### src/rtl/core/dcmt_pkg.sv
// Shared types and constants for the double-clench mode toggle.
// No dependencies; compile first.
package dcmt_pkg;

    localparam int TIMER_WIDTH = 16;
    localparam int COORD_WIDTH = 16;
    localparam int WINDOW_WIDTH = 16;
    localparam int CMP_WIDTH = (TIMER_WIDTH > WINDOW_WIDTH) ? TIMER_WIDTH : WINDOW_WIDTH;
    localparam logic [WINDOW_WIDTH-1:0] WINDOW_RESET = 16'd1000;

    typedef enum logic [2:0] {
        KIND_TICK     = 3'd0,
        KIND_OPEN     = 3'd1,
        KIND_CLOSE    = 3'd2,
        KIND_HAND_POS = 3'd3,
        KIND_HEAD_POS = 3'd4,
        KIND_INTR     = 3'd5,
        KIND_ATTACH   = 3'd6,
        KIND_DETACH   = 3'd7
    } t_kind;

    typedef enum logic [1:0] {
        BTN_NONE    = 2'd0,
        BTN_PRESS   = 2'd1,
        BTN_RELEASE = 2'd2
    } t_btn_ev;

    typedef enum logic [1:0] {
        PH_IDLE   = 2'd0,
        PH_CLOSE1 = 2'd1,
        PH_OPEN1  = 2'd2,
        PH_CLOSE2 = 2'd3
    } t_phase;

    typedef struct packed {
        t_kind                          kind;
        logic signed [COORD_WIDTH-1:0]  pos_x;
        logic signed [COORD_WIDTH-1:0]  pos_y;
    } t_item;

    typedef struct packed {
        logic                           cursor_valid;
        logic signed [COORD_WIDTH-1:0]  cursor_x;
        logic signed [COORD_WIDTH-1:0]  cursor_y;
        t_btn_ev                        button_event;
        logic                           hand_mode;
        logic                           enabled;
    } t_result;

endpackage

### src/rtl/core/dcmt_in_if.sv
// Event input channel: valid/ready handshake with kind and coordinates.
// Depends on dcmt_pkg.
interface dcmt_in_if;
    logic                                    valid;
    logic                                    ready;
    logic [2:0]                              kind;
    logic signed [dcmt_pkg::COORD_WIDTH-1:0] pos_x;
    logic signed [dcmt_pkg::COORD_WIDTH-1:0] pos_y;

    modport source (output valid, output kind, output pos_x, output pos_y, input ready);
    modport sink (input valid, input kind, input pos_x, input pos_y, output ready);
endinterface

### src/rtl/core/dcmt_out_if.sv
// Result output channel: valid/ready handshake with cursor and button fields.
// Depends on dcmt_pkg.
interface dcmt_out_if;
    logic                                    valid;
    logic                                    ready;
    logic                                    cursor_valid;
    logic signed [dcmt_pkg::COORD_WIDTH-1:0] cursor_x;
    logic signed [dcmt_pkg::COORD_WIDTH-1:0] cursor_y;
    logic [1:0]                              button_event;
    logic                                    hand_mode;
    logic                                    enabled;

    modport source (
        output valid, output cursor_valid, output cursor_x, output cursor_y,
        output button_event, output hand_mode, output enabled, input ready
    );
    modport sink (
        input valid, input cursor_valid, input cursor_x, input cursor_y,
        input button_event, input hand_mode, input enabled, output ready
    );
endinterface

### src/rtl/core/dcmt_in_stage.sv
// Input register: captures one event transaction per cycle while it is empty or its held item is taken.
// Depends on dcmt_pkg and dcmt_in_if.
module dcmt_in_stage (
    input  logic              i_clk,
    input  logic              i_rst_n,
    dcmt_in_if.sink           i_evt,
    input  logic              i_take,
    output logic              o_valid,
    output dcmt_pkg::t_item   o_item
);

    logic            r_valid;
    dcmt_pkg::t_item r_item;
    logic            w_load;

    assign i_evt.ready = !r_valid || i_take;
    assign w_load      = i_evt.valid && i_evt.ready;

    always_ff @(posedge i_clk) begin
        if (!i_rst_n) begin
            r_valid <= 1'b0;
        end else if (w_load) begin
            r_valid <= 1'b1;
        end else if (i_take) begin
            r_valid <= 1'b0;
        end
        if (w_load) begin
            r_item.kind  <= dcmt_pkg::t_kind'(i_evt.kind);
            r_item.pos_x <= i_evt.pos_x;
            r_item.pos_y <= i_evt.pos_y;
        end
    end

    assign o_valid = r_valid;
    assign o_item  = r_item;

endmodule

### src/rtl/core/dcmt_core.sv
// Gesture state, mode, button and elapsed timer; computes one result per item.
// Depends on dcmt_pkg.
module dcmt_core (
    input  logic                                   i_clk,
    input  logic                                   i_rst_n,
    input  logic                                   i_cfg_we,
    input  logic [dcmt_pkg::WINDOW_WIDTH-1:0]      i_cfg_wdata,
    input  logic                                   i_take,
    input  dcmt_pkg::t_item                        i_item,
    output dcmt_pkg::t_result                      o_result
);

    logic                                  r_attached, n_attached;
    dcmt_pkg::t_phase                      r_phase, n_phase;
    logic                                  r_hand, n_hand;
    logic                                  r_btn, n_btn;
    logic [dcmt_pkg::TIMER_WIDTH-1:0]      r_elapsed, n_elapsed;
    logic [dcmt_pkg::WINDOW_WIDTH-1:0]     r_window;
    logic                                  w_in_time;
    dcmt_pkg::t_result                     w_res;

    assign w_in_time = dcmt_pkg::CMP_WIDTH'(r_elapsed) < dcmt_pkg::CMP_WIDTH'(r_window);

    always_comb begin
        n_attached = r_attached;
        n_phase    = r_phase;
        n_hand     = r_hand;
        n_btn      = r_btn;
        n_elapsed  = r_elapsed;
        w_res      = '0;
        w_res.button_event = dcmt_pkg::BTN_NONE;

        if (i_item.kind == dcmt_pkg::KIND_TICK) begin
            if (r_elapsed != '1) begin
                n_elapsed = r_elapsed + 1'b1;
            end
        end else if (i_item.kind == dcmt_pkg::KIND_ATTACH) begin
            if (!r_attached) begin
                if (r_btn) begin
                    w_res.button_event = dcmt_pkg::BTN_RELEASE;
                end
                n_btn      = 1'b0;
                n_phase    = dcmt_pkg::PH_IDLE;
                n_hand     = 1'b0;
                n_attached = 1'b1;
            end
        end else if (r_attached) begin
            unique case (i_item.kind) inside
                dcmt_pkg::KIND_OPEN: begin
                    if (r_hand) begin
                        if (r_btn) begin
                            n_btn = 1'b0;
                            w_res.button_event = dcmt_pkg::BTN_RELEASE;
                        end
                    end else if (r_phase == dcmt_pkg::PH_CLOSE1) begin
                        if (w_in_time) begin
                            n_elapsed = '0;
                            n_phase   = dcmt_pkg::PH_OPEN1;
                        end else begin
                            n_phase = dcmt_pkg::PH_IDLE;
                        end
                    end else if (r_phase == dcmt_pkg::PH_OPEN1) begin
                        if (!w_in_time) begin
                            n_phase = dcmt_pkg::PH_IDLE;
                        end
                    end else if (r_phase == dcmt_pkg::PH_CLOSE2) begin
                        if (w_in_time) begin
                            n_hand = 1'b1;
                        end
                        n_phase = dcmt_pkg::PH_IDLE;
                    end
                end
                dcmt_pkg::KIND_CLOSE: begin
                    if (r_hand) begin
                        if (!r_btn) begin
                            n_btn = 1'b1;
                            w_res.button_event = dcmt_pkg::BTN_PRESS;
                        end
                    end else if (r_phase == dcmt_pkg::PH_IDLE) begin
                        n_elapsed = '0;
                        n_phase   = dcmt_pkg::PH_CLOSE1;
                    end else if (r_phase == dcmt_pkg::PH_OPEN1) begin
                        if (w_in_time) begin
                            n_elapsed = '0;
                            n_phase   = dcmt_pkg::PH_CLOSE2;
                        end else begin
                            n_phase = dcmt_pkg::PH_IDLE;
                        end
                    end else if (!w_in_time) begin
                        n_phase = dcmt_pkg::PH_IDLE;
                    end
                end
                dcmt_pkg::KIND_HAND_POS: begin
                    if (r_hand) begin
                        w_res.cursor_valid = 1'b1;
                        w_res.cursor_x     = i_item.pos_x;
                        w_res.cursor_y     = i_item.pos_y;
                    end
                end
                dcmt_pkg::KIND_HEAD_POS: begin
                    if (!r_hand) begin
                        w_res.cursor_valid = 1'b1;
                        w_res.cursor_x     = i_item.pos_x;
                        w_res.cursor_y     = i_item.pos_y;
                    end
                end
                dcmt_pkg::KIND_INTR, dcmt_pkg::KIND_DETACH,
                dcmt_pkg::KIND_TICK, dcmt_pkg::KIND_ATTACH: begin
                    if (r_btn) begin
                        w_res.button_event = dcmt_pkg::BTN_RELEASE;
                    end
                    n_btn   = 1'b0;
                    n_phase = dcmt_pkg::PH_IDLE;
                    n_hand  = 1'b0;
                    if (i_item.kind == dcmt_pkg::KIND_DETACH) begin
                        n_attached = 1'b0;
                    end
                end
            endcase
        end

        w_res.hand_mode = n_hand;
        w_res.enabled   = n_attached;
    end

    always_ff @(posedge i_clk) begin
        if (!i_rst_n) begin
            r_attached <= 1'b1;
            r_phase    <= dcmt_pkg::PH_IDLE;
            r_hand     <= 1'b0;
            r_btn      <= 1'b0;
            r_elapsed  <= '0;
            r_window   <= dcmt_pkg::WINDOW_RESET;
        end else begin
            if (i_cfg_we) begin
                r_window <= i_cfg_wdata;
            end
            if (i_take) begin
                r_attached <= n_attached;
                r_phase    <= n_phase;
                r_hand     <= n_hand;
                r_btn      <= n_btn;
                r_elapsed  <= n_elapsed;
            end
        end
    end

    assign o_result = w_res;

    a_btn_needs_hand: assert property (@(posedge i_clk) disable iff (!i_rst_n)
        r_btn |-> r_hand)
        else $error("button held outside hand mode");

    a_hand_phase_idle: assert property (@(posedge i_clk) disable iff (!i_rst_n)
        r_hand |-> (r_phase == dcmt_pkg::PH_IDLE))
        else $error("gesture phase active in hand mode");

    a_detached_default: assert property (@(posedge i_clk) disable iff (!i_rst_n)
        !r_attached |-> (!r_hand && !r_btn && r_phase == dcmt_pkg::PH_IDLE))
        else $error("detached without default state");

endmodule

### src/rtl/core/dcmt_out_stage.sv
// Result register: holds one result transaction until the sink takes it.
// Depends on dcmt_pkg and dcmt_out_if.
module dcmt_out_stage (
    input  logic                i_clk,
    input  logic                i_rst_n,
    input  logic                i_load,
    input  dcmt_pkg::t_result   i_result,
    output logic                o_free,
    dcmt_out_if.source          o_res
);

    logic              r_valid;
    dcmt_pkg::t_result r_res;

    assign o_free = !r_valid || o_res.ready;

    always_ff @(posedge i_clk) begin
        if (!i_rst_n) begin
            r_valid <= 1'b0;
        end else if (i_load) begin
            r_valid <= 1'b1;
        end else if (o_res.ready) begin
            r_valid <= 1'b0;
        end
        if (i_load) begin
            r_res <= i_result;
        end
    end

    assign o_res.valid        = r_valid;
    assign o_res.cursor_valid = r_res.cursor_valid;
    assign o_res.cursor_x     = r_res.cursor_x;
    assign o_res.cursor_y     = r_res.cursor_y;
    assign o_res.button_event = r_res.button_event;
    assign o_res.hand_mode    = r_res.hand_mode;
    assign o_res.enabled      = r_res.enabled;

    a_press_in_hand: assert property (@(posedge i_clk) disable iff (!i_rst_n)
        (r_valid && r_res.button_event == dcmt_pkg::BTN_PRESS) |-> r_res.hand_mode)
        else $error("press reported outside hand mode");

    a_idle_cursor_zero: assert property (@(posedge i_clk) disable iff (!i_rst_n)
        (r_valid && !r_res.cursor_valid) |-> (r_res.cursor_x == '0 && r_res.cursor_y == '0))
        else $error("cursor coordinates without cursor move");

    a_mode_implies_enabled: assert property (@(posedge i_clk) disable iff (!i_rst_n)
        (r_valid && r_res.hand_mode) |-> r_res.enabled)
        else $error("hand mode reported while detached");

endmodule

### src/rtl/core/double_clench_mode_toggle.sv
// Double-clench mode toggle: gesture-driven head/hand pointer switch.
// Path: an accepted transaction is registered in the input stage; its result is registered in the output stage.
// Throughput: one transaction per cycle while the output stage is free, set by the single state-update stage.
// Reset: synchronous, active low; returns attached, head mode, idle gesture, window 1000.
// Depends on dcmt_pkg, dcmt_in_if, dcmt_out_if, dcmt_in_stage, dcmt_core, dcmt_out_stage.
module double_clench_mode_toggle (
    input  logic                                i_clk,
    input  logic                                i_rst_n,
    input  logic                                i_cfg_we,
    input  logic [dcmt_pkg::WINDOW_WIDTH-1:0]   i_cfg_wdata,
    dcmt_in_if.sink                             i_evt,
    dcmt_out_if.source                          o_res
);

    logic              w_in_valid;
    dcmt_pkg::t_item   w_item;
    dcmt_pkg::t_result w_result;
    logic              w_out_free;
    logic              w_take;

    assign w_take = w_in_valid && w_out_free;

    dcmt_in_stage u_in_stage (
        .i_clk   (i_clk),
        .i_rst_n (i_rst_n),
        .i_evt   (i_evt),
        .i_take  (w_take),
        .o_valid (w_in_valid),
        .o_item  (w_item)
    );

    dcmt_core u_core (
        .i_clk       (i_clk),
        .i_rst_n     (i_rst_n),
        .i_cfg_we    (i_cfg_we),
        .i_cfg_wdata (i_cfg_wdata),
        .i_take      (w_take),
        .i_item      (w_item),
        .o_result    (w_result)
    );

    dcmt_out_stage u_out_stage (
        .i_clk    (i_clk),
        .i_rst_n  (i_rst_n),
        .i_load   (w_take),
        .i_result (w_result),
        .o_free   (w_out_free),
        .o_res    (o_res)
    );

endmodule

### src/flat_wrapper.sv
// flat-port wrapper written by rule: the top's interface ports become plain ports
module double_clench_mode_toggle_flat 
  (i_clk, i_rst_n, i_cfg_we, i_cfg_wdata, i_evt_valid, i_evt_kind, i_evt_pos_x, i_evt_pos_y, i_evt_ready, o_res_valid, o_res_cursor_valid, o_res_cursor_x, o_res_cursor_y, o_res_button_event, o_res_hand_mode, o_res_enabled, o_res_ready);
  dcmt_in_if i_evt_i ();
  dcmt_out_if o_res_i ();
  input  logic i_clk;
  input  logic i_rst_n;
  input  logic i_cfg_we;
  input  logic [dcmt_pkg::WINDOW_WIDTH-1:0] i_cfg_wdata;
  input wire logic [$bits(i_evt_i.valid)-1:0] i_evt_valid;
  input wire logic [$bits(i_evt_i.kind)-1:0] i_evt_kind;
  input wire logic [$bits(i_evt_i.pos_x)-1:0] i_evt_pos_x;
  input wire logic [$bits(i_evt_i.pos_y)-1:0] i_evt_pos_y;
  output wire logic [$bits(i_evt_i.ready)-1:0] i_evt_ready;
  output wire logic [$bits(o_res_i.valid)-1:0] o_res_valid;
  output wire logic [$bits(o_res_i.cursor_valid)-1:0] o_res_cursor_valid;
  output wire logic [$bits(o_res_i.cursor_x)-1:0] o_res_cursor_x;
  output wire logic [$bits(o_res_i.cursor_y)-1:0] o_res_cursor_y;
  output wire logic [$bits(o_res_i.button_event)-1:0] o_res_button_event;
  output wire logic [$bits(o_res_i.hand_mode)-1:0] o_res_hand_mode;
  output wire logic [$bits(o_res_i.enabled)-1:0] o_res_enabled;
  input wire logic [$bits(o_res_i.ready)-1:0] o_res_ready;
  assign i_evt_i.valid = i_evt_valid;
  assign i_evt_i.kind = i_evt_kind;
  assign i_evt_i.pos_x = i_evt_pos_x;
  assign i_evt_i.pos_y = i_evt_pos_y;
  assign i_evt_ready = i_evt_i.ready;
  assign o_res_valid = o_res_i.valid;
  assign o_res_cursor_valid = o_res_i.cursor_valid;
  assign o_res_cursor_x = o_res_i.cursor_x;
  assign o_res_cursor_y = o_res_i.cursor_y;
  assign o_res_button_event = o_res_i.button_event;
  assign o_res_hand_mode = o_res_i.hand_mode;
  assign o_res_enabled = o_res_i.enabled;
  assign o_res_i.ready = o_res_ready;
  double_clench_mode_toggle u_core (.i_clk(i_clk), .i_rst_n(i_rst_n), .i_cfg_we(i_cfg_we), .i_cfg_wdata(i_cfg_wdata), .i_evt(i_evt_i), .o_res(o_res_i));
endmodule
### config.mk
export PLATFORM = sky130hd
export DESIGN_NAME = double_clench_mode_toggle_flat
export DESIGN_NICKNAME = d
export VERILOG_FILES = /design/src/rtl/core/dcmt_pkg.sv /design/src/rtl/core/dcmt_in_if.sv /design/src/rtl/core/dcmt_out_if.sv /design/src/rtl/core/dcmt_in_stage.sv /design/src/rtl/core/dcmt_core.sv /design/src/rtl/core/dcmt_out_stage.sv /design/src/rtl/core/double_clench_mode_toggle.sv /design/src/flat_wrapper.sv
export SDC_FILE = /design/constraint.sdc
export NUM_CORES = 1
export LEC_CHECK = 0
export BUFFER_PORTS_ARGS = -buffer_cell sky130_fd_sc_hd__buf_2
export CAP_MARGIN = 20
export CORE_MARGIN = 2
export CORE_UTILIZATION = 35
export CTS_BUF_LIST = sky130_fd_sc_hd__clkbuf_16
export DETAILED_ROUTE_END_ITERATION = 8
export PLACE_DENSITY_LB_ADDON = 0.25
export SYNTH_ARGS = -nofsm -noshare
export SYNTH_HDL_FRONTEND = slang
export SYNTH_SLANG_ARGS = --single-unit
### constraint.sdc
create_clock -name i_clk -period 7.8 [get_ports i_clk]
set_input_delay 0.78 -clock i_clk [delete_from_list [all_inputs] [get_ports i_clk]]
set_output_delay 0.78 -clock i_clk [all_outputs]
set_load 0.1 [all_outputs]
Word level (Yosys, flattened, before mapping). Index checks and enable logic that the tools add are counted. W data, S select, Z words.

Add/sub/neg operators: 1. Order comparisons: 1. Equal/unequal tests: 23. Muxes and demuxes: 61. Bitwise operators: 2. Reductions and logical operators: 19.

Operators with widths (count): $mux W16 (10); $mux W33 (2); $pmux W33 S2 (1); $mux W2 (18); $pmux W16 S2 (1); $mux W1 (25); $add A16 B1 Y16 const B (1); $lt A16 B16 Y1 (1); $ne A16 B16 Y1 const B (1); $ne A3 B2 Y1 const B (5); $eq A3 B3 Y1 const B (4); $pmux W2 S3 (2); $reduce_and A9 Y1 (1); $reduce_and A8 Y1 (1); $reduce_bool A2 Y1 (4); $reduce_and A7 Y1 (1); $eq A3 B2 Y1 const B (2); $ne A3 B3 Y1 const B (2); $ne A5 B1 Y1 const B (1); $eq A2 B2 Y1 const B (2); $ne A2 B2 Y1 const B (2); $ne A4 B3 Y1 const B (1); $reduce_bool A4 Y1 (1); $reduce_or A4 Y1 (1); 13 further kinds (17).

Register bits: 111. Output and inout bits: 39. Word-level logic and storage cells: 124.

Logic depth before layout (Yosys ltp). Gate-level depths: netlist (run 1).

Word-level depth: 10. Mapped depth: 9. Depth with buffers taken out: 8.

By module. A second synthesis (run 1) with hierarchy kept.

Cell total of the unflattened synthesis: 429. Area total of the unflattened synthesis: 4923.5 sq um.

By module, submodules not included: dcmt_core (times used 1, cells an instance 347, area each 2648.8 sq um, seq. area each 740.7 sq um); dcmt_out_stage (times used 1, cells an instance 41, area each 1159.9 sq um, seq. area each 1131.1 sq um); dcmt_in_stage (times used 1, cells an instance 40, area each 1108.6 sq um, seq. area each 1071.0 sq um); double_clench_mode_toggle (times used 1, cells an instance 1, area each 6.3 sq um, seq. area each 0.0 sq um).

Worst setup path after synthesis (run 1). OpenSTA, ideal clock, no wires.

Path type: register to register. From: reg u_core.u_out_stage.r_valid (netlist: u_core.u_out_stage.o_res.valid). To: reg u_core.u_core.r_elapsed[10] (netlist name). Setup time: 74 ps. Data arrival time: 2969 ps. Setup slack: 4757 ps. Cell stages (with the launch flop): 7. Period minus slack after synthesis: 3043 ps. Cell sequence: dfxtp_1 > nor2b_1 > nand2b_1 > inv_1 > o311ai_4 > or4_1 > a31oi_1.

Longest elaborated chain between the ends: 4.

RTL lines: from (decl) (line dcmt_out_stage.sv:12) `logic r_valid;`; from (signal assigned) (line dcmt_out_stage.sv:19) `r_valid <= 1'b0;`; from (signal assigned) (line dcmt_out_stage.sv:21) `r_valid <= 1'b1;`; from (signal assigned) (line dcmt_out_stage.sv:23) `r_valid <= 1'b0;`; $logic_not A1 Y1 (line dcmt_out_stage.sv:15) `assign o_free = !r_valid || o_res.ready;`; $logic_or A1 B1 Y1 (line dcmt_out_stage.sv:15); $logic_and A1 B1 Y1 (line double_clench_mode_toggle.sv:21) `assign w_take = w_in_valid && w_out_free;`; via u_core.u_core.i_take (line dcmt_core.sv:8) `input logic i_take,`; $reduce_and A9 Y1 (no line); to (signal assigned) (line dcmt_core.sv:143) `r_elapsed <= n_elapsed;`; to (decl) (line dcmt_core.sv:17) `logic [dcmt_pkg::TIMER_WIDTH-1:0] r_elapsed, n_elapsed;`.

The timed path passes the listed nets, and every way through them passes these cells. A chain may end at the register's enable or synchronous reset.

Final worst setup path (run 1).
From: reg u_core.u_core.r_elapsed[13] (netlist name). To: reg u_core.u_core.r_elapsed[7] (netlist name).

Longest elaborated chain between the ends: 9. Elaborated cells on any way between the ends: 14. Classes of those cells: 1 x order compare; 2 x eq/ne; 10 x mux; 1 x reduce/logical.

RTL lines: $lt A16 B16 Y1 (line dcmt_core.sv:22) `assign w_in_time = dcmt_pkg::CMP_WIDTH'(r_elapsed) < dcmt_pkg::CMP_WIDTH'(r_window);`; $mux W16 (4 in series); $pmux W16 S2; $mux W16 (3 in series).

Parallel ways exist; a longest one is shown, timed or not. The select of a mux whose other input is x is not followed.

==> tab_implementation.tex, run 1 <==
\begin{tabular}{lr}
\hline
Metric & Value \\
\hline
\multicolumn{2}{l}{\textbf{CTS}} \\
Maximum number of buffers from clock root to sink & 2 \\
Number of H-tree levels & 3 \\
CTS resizes & 0 \\
TritonCTS clock tree & yes \\
Insertion delay of the later-clocked pin in the worst-skew pair & 0.35 ns \\
Setup Fix Bufs, Post-CTS & 0 \\
Clk pin slew, worst setup/hold paths & 0.07 ns \\
Cell at the root of the clock tree & clkbuf\_16 \\
Hold buffers post-CTS & 0 \\
Clock buffer count from CTS & 9 \\
Sinks on the clock net & 111 \\
\multicolumn{2}{l}{\textbf{Power and ir drop}} \\
Switching power share of the total & 0.256 \\
Switching power summed over all nets & 0.336 mW \\
Max VDD drop & 127 uV \\
Pwr/cell area & 226 nW/um\^{}2 \\
Leakage power & 2.35 nW \\
Combinational Power Share & 0.109 \\
Internal portion of total power & 0.975 mW \\
Sequential cell fraction of total power & 0.507 \\
Clock network fraction of total power & 0.384 \\
\multicolumn{2}{l}{\textbf{Synthesis}} \\
Top cell type's share of synthesized area & 0.445 \\
Post-synthesis async set-or-reset flop share & 0 \\
Cell with the most instances after synthesis & edfxtp\_1 \\
Cell taking the most area after synthesis & edfxtp\_1 \\
Synth Area per Inst & 11.5 um\^{}2 \\
Sequential element share of the synthesized area & 0.606 \\
Commonest register cell after synthesis & edfxtp\_1 \\
Count of synthesis-stage warnings from yosys & 0 \\
Commonest cells in the netlist & edfxtp\_1, dfxtp\_1, and3\_1, nand2\_1, a21oi\_1 \\
Number of enable flip-flop cells after synthesis & 72 \\
Flops \& latches, synth & 111 \\
Instance count of the mapped netlist & 421 \\
Area of the mapped netlist & 4860 um\^{}2 \\
Number of nets in the synthesized netlist & 494 \\
Number of distinct library cells after synthesis & 50 \\
Synth area leaders & edfxtp\_1, dfxtp\_1, ha\_1 \\
\multicolumn{2}{l}{\textbf{STA}} \\
Setup-violating endpoint count in the final report & 0 \\
Timing-limited maximum frequency & 0.359 GHz \\
Number of hold violations in the final report & 0 \\
Post-Route Hold Slack & 0.493 ns \\
Final worst-path cycle share & 0.357 \\
RSZ-0062 raised after global routing & no \\
Total Negative Setup Slacks & 0 ns \\
Number of pins exceeding their max-slew limit in the final report & 0 \\
Final min period & 2.78 ns \\
Setup clock skew after layout & 0.00651 ns \\
Max-slew headroom & 0.257 \\
Slew @ Worst Pin & 1.11 ns \\
\multicolumn{2}{l}{\textbf{Routing}} \\
Uppermost layer routed & met4 \\
Total routed wire length on the met1 layer & 4.53 mm \\
Wire length per cell & 14.5 um \\
Number of design-rule violations left by the first detailed-router iteration & 270 \\
Met2 routed WL & 4.55 mm \\
Detailed-router iteration count before antenna repair & 5 \\
Total routed wirelength & 10.0 mm \\
Met3 WL & 709 um \\
Number of design rule violations left after detail routing & 0 \\
Via count normalized by instance count & 5.06 \\
Overall via count from detail\_route & 3,499 \\
Antenna Nets Post-Route & 0 \\
\multicolumn{2}{l}{\textbf{Worst hold path}} \\
Worst hold stages & 2 \\
Path category of the worst min-delay check & register to register \\
Source of the worst hold timing path & u\_core.u\_core.r\_window[3]\$\_SDFFE\_PN1P\_ \\
\multicolumn{2}{l}{\textbf{Cells and area}} \\
Inserted Diodes & 0 \\
Area growth, synth to finish & 19.3\% \\
Fraction of layout cells with a size suffix above 1 & 0.252 \\
Number of nets in the layout & 579 \\
\multicolumn{2}{l}{\textbf{Die}} \\
Total I/O pin count & 95 \\
Initial core utilization & 0.354 \\
Number of placement rows & 43 \\
Standard cell core area & 13,700 um\^{}2 \\
Die span in y & 122 um \\
Width of the die & 122 um \\
Die footprint & 14,800 um\^{}2 \\
\multicolumn{2}{l}{\textbf{Global routing}} \\
Initial antenna violation count & 0 \\
First-pass GRT wire length & 16.2 mm \\
Global route total overflow & 0 \\
All-layer global routing usage & 0.140 \\
Vias in the first global route & 3,253 \\
Pin count of the biggest net entering global routing & 43 \\
\multicolumn{2}{l}{\textbf{Worst setup path}} \\
Start-to-end type of the worst setup path & register to register \\
Req. time, crit path & 8.07 ns \\
Stages on the worst setup path & 7 \\
Series of cell instances along the critical path & ha\_1, nand2\_1, nor4\_1, a32oi\_1, a31oi\_1, nor2\_1, a211oi\_2 \\
Launch point of the worst reg-to-reg path & u\_core.u\_core.r\_elapsed[13]\$\_SDFFE\_PN0P\_ \\
Maximum single-stage delay on the critical path & 0.86 ns \\
Max FO, Critical Path & 12 \\
Family of cells with the greatest summed delay on the critical path & compound AO/OA/AOI/OAI gates \\
Startpoint types & register \\
CP bufs+invs & 0 \\
Cell type of the slowest stage on the worst timing path & a31oi\_1 \\
Source of the critical timing path & u\_core.u\_core.r\_elapsed[13]\$\_SDFFE\_PN0P\_ \\
CP arrival & 3.05 ns \\
Element type at the critical path end & register \\
Number of cells traversed by the worst register-to-register path & 7 \\
\multicolumn{2}{l}{\textbf{Flow run}} \\
Number of maximum-capacitance violations & 0 \\
\multicolumn{2}{l}{\textbf{Place}} \\
Buffers on Ports & 94 \\
Global placement routability congestion & 0.807 \\
DPL Wire Length & 6.91 mm \\
\multicolumn{2}{l}{\textbf{Run status}} \\
Run status & complete, no violations \\
\hline
\end{tabular}
[final cells by class]
type | count | area [um^2]
Fill cell | 1333 | 7930
Sequential cell | 111 | 2940
Multi-Input combinational cell | 263 | 1690
Timing Repair Buffer | 97 | 517
Clock buffer | 9 | 225
Tap cell | 180 | 225
Clock inverter | 7 | 109
Inverter | 24 | 90.1
[sequential cells by signal, summed over array words and instances, names as in the netlist, 2 cells and up]
signal	flops
u_core.u_out_stage.o_res.button_event	2
u_core.u_core.r_elapsed	16
u_core.u_out_stage.o_res.cursor_y	16
u_core.u_in_stage.o_item	35
u_core.u_core.r_phase	2
u_core.u_core.r_window	16
u_core.u_out_stage.o_res.cursor_x	16
[power by group through the flow]
stage / logic [mW] / registers [mW] / clock network (mW)
floorplan: 0.0474 / 0.739 / 0
global placement: 0.139 / 0.679 / 0
detailed placement: 0.140 / 0.679 / 0
CTS: 0.141 / 0.666 / 0.517
global route: 0.153 / 0.667 / 0.542
finish: 0.142 / 0.664 / 0.504
[through the flow]
step	area, um^2	worst slack [ns]	std cells	util	power, mW
2_1_floorplan	4860	4.76	421	-	0.787
3_3_place_gp	5420	5.04	673	0.395	0.817
3_5_place_dp	5420	4.95	673	0.395	0.819
4_1_cts	5760	4.94	689	0.420	1.32
5_1_grt	5790	4.78	691	0.422	1.36
6_report	5790	5.02	691	0.422	1.31
[worst register-to-register path: stages, from the launching register on]
cell	delay (ns)
dfxtp_1	0.39
ha_1	0.33
nand2_1	0.07
nor4_1	0.35
a32oi_1	0.19
a31oi_1	0.86
nor2_1	0.26
a211oi_2	0.24
[cells by family after synthesis]
family,share of synthesized area
flip-flops,0.606
adder cells (fa/ha/maj),0.0438
multiplexers,0.0206
AND/OR/NAND/NOR,0.163
buffers and inverters,0.0484
XOR/XNOR,0.00361
AO/OA/AOI/OAI,0.115
[routing by layer]
metal | up-vias | GRT usage
met1 | 1621 | 0.187
met3 | 20 | 0.0473
li1 | 1729 | -
met5 | - | 0
met2 | 129 | 0.213
met4 | 0 | 0.0481
[cells in the final DEF, fill, tap and decap left out, types with 10 or more instances in the layout]
master,instances
inv_1,22
nor3_1,15
nor2_1,22
a31oi_1,13
ha_1,17
nand3_1,13
o21ai_1,10
buf_2,94
edfxtp_1,72
o21ai_0,16
a21oi_1,26
nand2_1,32
mux2i_1,10
dfxtp_1,39
and3_1,33
[path summary, 6_finish.rpt]
path                                             end  slack [ns]
max reg2reg  u_core.u_core.r_elapsed[7]$_SDFFE_PN0P_        5.02
min reg2reg   u_core.u_core.r_window[3]$_SDFFE_PN1P_        0.49
min           u_core.u_core.r_window[3]$_SDFFE_PN1P_        0.49
max          u_core.u_core.r_elapsed[7]$_SDFFE_PN0P_        5.02
(Power assumes the default switching activity.)
==> run 2: changes to the inputs <==
- clock period: 7.8 -> 2.3 ns (I/O delays scaled with it)
==> run 2 against run 1 <==
  * Via count up 1.1%
  * Critical path type unchanged
  * Maximum frequency up 29%
  * Clock-buffer cell count is the same
  * Critical endpoint is now u_core.u_core.r_elapsed[3]$_SDFFE_PN0P_
  * Clock skew shrank 0.0011 ns
  * Largest cell class unchanged
==> tab_implementation.tex, run 2 (same netlist as run 1, synthesis figures left out) <==
\begin{tabular}{lr}
\hline
Metric & Value \\
\hline
\multicolumn{2}{l}{\textbf{Run status}} \\
Run status & complete, no violations \\
\multicolumn{2}{l}{\textbf{Power and ir drop}} \\
Max VDD drop & 527 uV \\
Clock network fraction of total power & 0.373 \\
Switching power summed over all nets & 1.19 mW \\
Design Power & 4.40 mW \\
Sequential cell fraction of total power & 0.509 \\
Combinational Power Share & 0.117 \\
Internal portion of total power & 3.21 mW \\
Switching power share of the total & 0.270 \\
Pwr/cell area & 734 nW/um\^{}2 \\
Leakage power & 2.47 nW \\
\multicolumn{2}{l}{\textbf{Worst setup path}} \\
Start-to-end type of the worst setup path & register to register \\
Source of the critical timing path & u\_core.u\_core.r\_elapsed[1]\$\_SDFFE\_PN0P\_ \\
Max FO, Critical Path & 9 \\
Req. time, crit path & 2.51 ns \\
Launch point of the worst reg-to-reg path & u\_core.u\_core.r\_elapsed[1]\$\_SDFFE\_PN0P\_ \\
CP arrival & 2.38 ns \\
Worst flop-to-flop path endpoint & u\_core.u\_core.r\_elapsed[3]\$\_SDFFE\_PN0P\_ \\
Minimum setup slack among reg-to-reg paths & 0.14 ns \\
Worst Setup EP & u\_core.u\_core.r\_elapsed[3]\$\_SDFFE\_PN0P\_ \\
Startpoint types & register \\
Element type at the critical path end & register \\
Number of cells traversed by the worst register-to-register path & 8 \\
\multicolumn{2}{l}{\textbf{Worst hold path}} \\
Path category of the worst min-delay check & input pin to register \\
\multicolumn{2}{l}{\textbf{Cells and area}} \\
Number of nets in the layout & 602 \\
Flip-flop count of the largest register, all copies and words added & 35 \\
Area growth, synth to finish & 23.3\% \\
Inserted Diodes & 0 \\
Fraction of layout cells with a size suffix above 1 & 0.303 \\
Footprint of the multi-input gates & 1720 um\^{}2 \\
Finished Layout Cells & 714 \\
Core occupancy in the finished layout & 0.437 \\
Highest-count cells in the layout ignoring fill and taps & buf\_2, edfxtp\_1, dfxtp\_1, and3\_1, nand2\_1 \\
Fillers & 1,333 \\
Most frequent standard cell in the layout excluding fill and tap cells & buf\_2 \\
Register area & 2950 um\^{}2 \\
Final Instance Area & 5990 um\^{}2 \\
\multicolumn{2}{l}{\textbf{CTS}} \\
Cell at the root of the clock tree & clkbuf\_16 \\
Clk pin slew, worst setup/hold paths & 0.08 ns \\
TritonCTS clock tree & yes \\
Maximum number of buffers from clock root to sink & 2 \\
Sinks on the clock net & 111 \\
Insertion delay of the later-clocked pin in the worst-skew pair & 0.35 ns \\
Clock buffer count from CTS & 9 \\
Hold buffers post-CTS & 0 \\
Number of H-tree levels & 3 \\
\multicolumn{2}{l}{\textbf{Routing}} \\
Antenna Nets Post-Route & 0 \\
Overall via count from detail\_route & 3,538 \\
Number of design rule violations left after detail routing & 0 \\
Wire length per cell & 14.8 um \\
Via count normalized by instance count & 4.96 \\
Total routed wirelength & 10.5 mm \\
Detailed-router iteration count before antenna repair & 4 \\
Number of design-rule violations left by the first detailed-router iteration & 235 \\
\multicolumn{2}{l}{\textbf{STA}} \\
Slew @ Worst Pin & 0.558 ns \\
Final min period & 2.16 ns \\
Number of hold violations in the final report & 0 \\
Timing-limited maximum frequency & 0.463 GHz \\
Max-slew headroom & 0.625 \\
Worst-case setup margin in the final layout & 0.138 ns \\
Setup clock skew after layout & 0.00540 ns \\
Number of pins exceeding their max-slew limit in the final report & 0 \\
Final worst-path cycle share & 0.940 \\
Setup-violating endpoint count in the final report & 0 \\
\multicolumn{2}{l}{\textbf{Place}} \\
DPL Wire Length & 7.52 mm \\
Cells after DPL & 695 \\
Post-placement worst setup slack & 0.00425 ns \\
Global placement routability congestion & 0.815 \\
Post-detailed-placement cell area & 5610 um\^{}2 \\
Buffers on Ports & 94 \\
\multicolumn{2}{l}{\textbf{Die}} \\
Width of the die & 122 um \\
Initial core utilization & 0.354 \\
Standard cell core area & 13,700 um\^{}2 \\
Total I/O pin count & 95 \\
Die footprint & 14,800 um\^{}2 \\
Number of placement rows & 43 \\
Die span in y & 122 um \\
\multicolumn{2}{l}{\textbf{Global routing}} \\
All-layer global routing usage & 0.147 \\
Vias in the first global route & 3,288 \\
Global route total overflow & 0 \\
Pin count of the biggest net entering global routing & 36 \\
First-pass GRT wire length & 16.8 mm \\
Initial antenna violation count & 0 \\
\multicolumn{2}{l}{\textbf{Flow run}} \\
Number of maximum-capacitance violations & 0 \\
\hline
\end{tabular}
==> run 2: cell types whose count changed in the layout (fill, tap and decap cells not counted), sizes merged <==
cell,before,now
clkinvlp,0,1
bufinv,2,1
buf,97,120
==> run 2: power by group through the flow <==
| stage | Clock [mW] | Sequential (mW) | Combinational, mW |
|---|---|---|---|
| finish | 1.64 | 2.24 | 0.516 |
| global route | 1.77 | 2.25 | 0.553 |
| CTS | 1.68 | 2.24 | 0.516 |
| detailed placement | 0 | 2.29 | 0.515 |
| global placement | 0 | 2.28 | 0.509 |
| floorplan | 0 | 2.51 | 0.163 |
==> run 2: area by class of cell <==
cell class	count	area share
Clock buffer	9	0.0376
Clock inverter	7	0.0150
Inverter	24	0.0157
Multi-Input combinational cell	263	0.287
Sequential cell	111	0.492
Tap cell	180	0.0376
Timing Repair Buffer	120	0.114
==> run 2: routing by layer <==
layer / up-vias / part of all wire / global-route usage
li1: 1778 / - / -
met1: 1670 / 0.47 / 0.209
met2: 81 / 0.46 / 0.221
met3: 9 / 0.048 / 0.0309
met4: 0 / 0.015 / 0.0560
met5: - / 0 / 0
==> run 2: timing repair <==
item                                   4_1_cts  5_1_grt
endpoints found under the hold margin        0        0
setup endpoints to repair                    2       17
setup buffers                                0        2
pin swaps                                    1        4
gates resized for setup                      0        7
==> run 2: critical path, cell delays in order (launching register included) <==
cell and delay (ns):
dfxtp_2 0.36, ha_2 0.19, nand3_2 0.10, or4_4 0.59, o311ai_4 0.34, buf_12 0.16, nor3_1 0.05, a31oi_1 0.15
a21oi_1 0.08
==> run 2: how the worst min path moves through the flow <==
stage	from	end	slack, ns	depth (start not counted)
6_report	i_evt_pos_y[3]	u_core.u_in_stage.o_item[3]$_DFFE_PP_	0.05	1
5_1_grt	i_evt_pos_y[2]	u_core.u_in_stage.o_item[2]$_DFFE_PP_	0.03	1
4_1_cts	i_evt_pos_y[6]	u_core.u_in_stage.o_item[6]$_DFFE_PP_	0.04	1
3_5_place_dp	i_evt_pos_y[6]	u_core.u_in_stage.o_item[6]$_DFFE_PP_	0.41	1
3_3_place_gp	i_evt_pos_y[11]	u_core.u_in_stage.o_item[11]$_DFFE_PP_	0.41	1
2_1_floorplan	i_evt_pos_y[0]	u_core.u_in_stage.o_item[0]$_DFFE_PP_	0.33	0
==> run 2: through the flow <==
step	hold WS, ns	setup TNS [ns]
6_report	0.0523	0
5_1_grt	0.0325	-0.00671
4_1_cts	0.0390	0
3_5_place_dp	0.408	0
3_3_place_gp	0.408	0
2_1_floorplan	0.329	-0.381
